--- src/sv/fbpa_ram.sv ---
// Generic simple dual-port RAM with registered read.
`default_nettype none

module fbpa_ram #(
  parameter int unsigned Width = 8,
  parameter int unsigned Depth = 16
) (
  input  wire logic                     clk_i,
  input  wire logic                     we_i,
  input  wire logic [$clog2(Depth)-1:0] waddr_i,
  input  wire logic [Width-1:0]         wdata_i,
  input  wire logic                     re_i,
  input  wire logic [$clog2(Depth)-1:0] raddr_i,
  output logic      [Width-1:0]         rdata_o
);

  logic [Width-1:0] mem_q [Depth];

  always_ff @(posedge clk_i) begin
    if (we_i) begin
      mem_q[waddr_i] <= wdata_i;
    end
    if (re_i) begin
      rdata_o <= mem_q[raddr_i];
    end
  end

endmodule

`default_nettype wire

--- config.mk ---
export PLATFORM = sky130hd
export DESIGN_NAME = fbpa_ram
export DESIGN_NICKNAME = d
export VERILOG_FILES = /design/src/sv/fbpa_ram.sv
export SDC_FILE = /design/constraint.sdc
export NUM_CORES = 1
export LEC_CHECK = 0
export ABC_AREA = 1
export BUFFER_PORTS_ARGS = -buffer_cell sky130_fd_sc_hd__buf_2
export CAP_MARGIN = 10
export CELL_PAD_IN_SITES_DETAIL_PLACEMENT = 0
export CELL_PAD_IN_SITES_GLOBAL_PLACEMENT = 2
export CORE_MARGIN = 4
export CORE_UTILIZATION = 44
export DETAILED_ROUTE_END_ITERATION = 10
export PLACE_DENSITY_LB_ADDON = 0.1
export SYNTH_ARGS = -nofsm -noshare
export SYNTH_HDL_FRONTEND = slang
export SYNTH_SLANG_ARGS = --single-unit
--- constraint.sdc ---
create_clock -name clk_i -period 2 [get_ports clk_i]
set_clock_uncertainty 0.1 [all_clocks]
set_input_delay 0.2 -clock clk_i [delete_from_list [all_inputs] [get_ports clk_i]]
set_output_delay 0.2 -clock clk_i [all_outputs]
set_load 0.005 [all_outputs]
==> qor.yml <==
path_cells: "buf_2"
drt_iter0_markers: 285
viasPerCell: 4.83
ys_ff_latch: 136
multi_input_area_sq_um: 1210
dr_total_vias: 3746
dr.pass1.iters: 7
tns_ps: 0
worstPathMaxFanout: 1
layout-drive-gt1-share_pct: 11.6
syn_nets: 570
row_count: 41
power_mw: 6.49
slew-limit-headroom_pct: 54.6
mostFrequentLayoutCells: "nand2_1 (173), edfxtp_1 (136), inv_1 (100)"
dpl_cell_area_sq_um: 6190
antenna_left: 0
die_w_um: 123
slew_violations: 0
crit_path_end_kind: "primary output"
syn_avg_cell_area_sq_um: 10.6
final_cell_count_no_fill: 775
arrival_ps: 980
stdcell_area_sq_um: 6730
hold_buffers: 0
clk_latency_ps: 420
p_per_area_nw_per_um2: 964
syn-cell-area_sq_um: 5850
fillCellCount: 1173
grt_max_degree: 65
dp.cells: 743
grt_pass1_wl_mm: 20.9
netSwitchingPower_mw: 1.38
clk_path_buf_depth: 2
period_minus_slack_ps: 1280
switching_share_pct: 21.2
cts-root-buf: "clkbuf_16"
clock_sinks: 136
gp_congestion: 0.761
antenna_found_initial: 0
pwr-share-clk_pct: 44.2
yosys_warnings: 0
fmax_ghz: 0.781
hold_viol: 0
wl_mm: 13.8
intPower_mw: 5.11
final_nets: 609
fin_ws_ps: 720
startpoint_type: "flip-flop"
combPwrFrac_pct: 6.0
grt_use_total_pct: 19.6
rsz0062_at_grt: "no"
cts_made_buffers: 17
status: "finished, final reports clean"
slowest_delay_ps: 410
tritoncts: "yes"
post-dp-hpwl_mm: 8.23
crit_type: "flip-flop to primary output"
grt_overflow: 0
leakagePower_nw: 2.90
critPathBufInv: 1
htree_levels: 4
pre_cts_slack_ps: 363
slowest_stage: "edfxtp_1"
dieArea_sq_um: 15200
cp_top_family: "flip-flops"
synth_cells: 551
chipHeight_um: 123
initial_utilization_pct: 45.6
clkSlewWorstSetupHoldPaths_ps: 60
tightest_slew_ps: 680
synthToLayoutAreaGrowth_pct: 15.1
ios: 27
setup-violations-final: 0
finalCritPeriodShare_pct: 64.0
cts.repair.resized: 0
hp-class: "input pin to flip-flop"
numPortBuffers: 26
ys_types: 11
seqPwrFrac_pct: 49.8
drc_errors: 0
cts_setup_buffers: 0
vdd_ir_drop_max_uv: 621
required_ps: 1700
final_common_cell: "nand2_1"
grt_pass1_vias: 3489
synth_seq_area_share_pct: 69.8
register_area_sq_um: 4080
core_sq_um: 12800
n_antenna_cell: 0
post_drt_wl_per_cell_um: 17.7
drv_cap: 0
## final timing paths
path | from | end | slack, ps | cells after the start
worst max register to register | mem_q[12][0]$_DFFE_PP_ | rdata_o[0]$_DFFE_PP_ | 730 | 6
worst max-delay path | rdata_o[7]$_DFFE_PP_ | rdata_o[7] | 720 | 1
worst min register to register | mem_q[8][6]$_DFFE_PP_ | rdata_o[6]$_DFFE_PP_ | 660 | 6
worst min-delay path | re_i | rdata_o[2]$_DFFE_PP_ | 60 | 1
## registers in the layout, summed over array words and instances, names as in the netlist
| signal | count |
|---|---|
| rdata_o | 8 |
| mem_q | 128 |
## through the flow
stage	utilization (%)	hold slack, ps
6_report	52.5	55.7
4_1_cts	52.5	38.0
5_1_grt	52.5	34.6
2_1_floorplan	-	199
3_3_place_gp	48.2	478
3_5_place_dp	48.2	480
## cells by family after synthesis
kind of cell	count (synthesis)	share of synthesized area, %
AND/OR/NAND/NOR	289	20.8
buffers and inverters	126	9.39
flip-flops	136	69.8
## cells in the mapped netlist, drive strengths merged
cell      n  share of area (%)
edfxtp  136                 70
nand2   173                 11
buf      24                2.8
nor2     17                1.1
nand3b    2               0.26
nand3    97                8.3
inv     102                6.5
## area by class of cell
class | instances | share of cell area [%]
clock inverter | 14 | 1.69
timing repair buffer | 44 | 4.31
inverter | 102 | 5.69
clock buffer | 18 | 6.38
multi-input combinational | 289 | 18.0
sequential | 136 | 60.7
tap | 172 | 3.20
## metal layers
metal  GRT usage, %  vias up  share of wire (%)
met3           4.21       20                5.1
met5              0        -                  0
met2           28.4       88                 45
li1               -     1861                  -
met4           7.54        0                1.9
met1           28.9     1777                 48
## power by group through the flow
stage          logic, mW  registers [mW]  clock network (mW)
5_1_grt            0.437            3.23                3.04
3_3_place_gp       0.394            3.29                   0
2_1_floorplan      0.225            3.29                   0
6_report           0.391            3.23                2.87
3_5_place_dp       0.398            3.29                   0
4_1_cts            0.400            3.23                2.93
(Power assumes the default switching activity.)
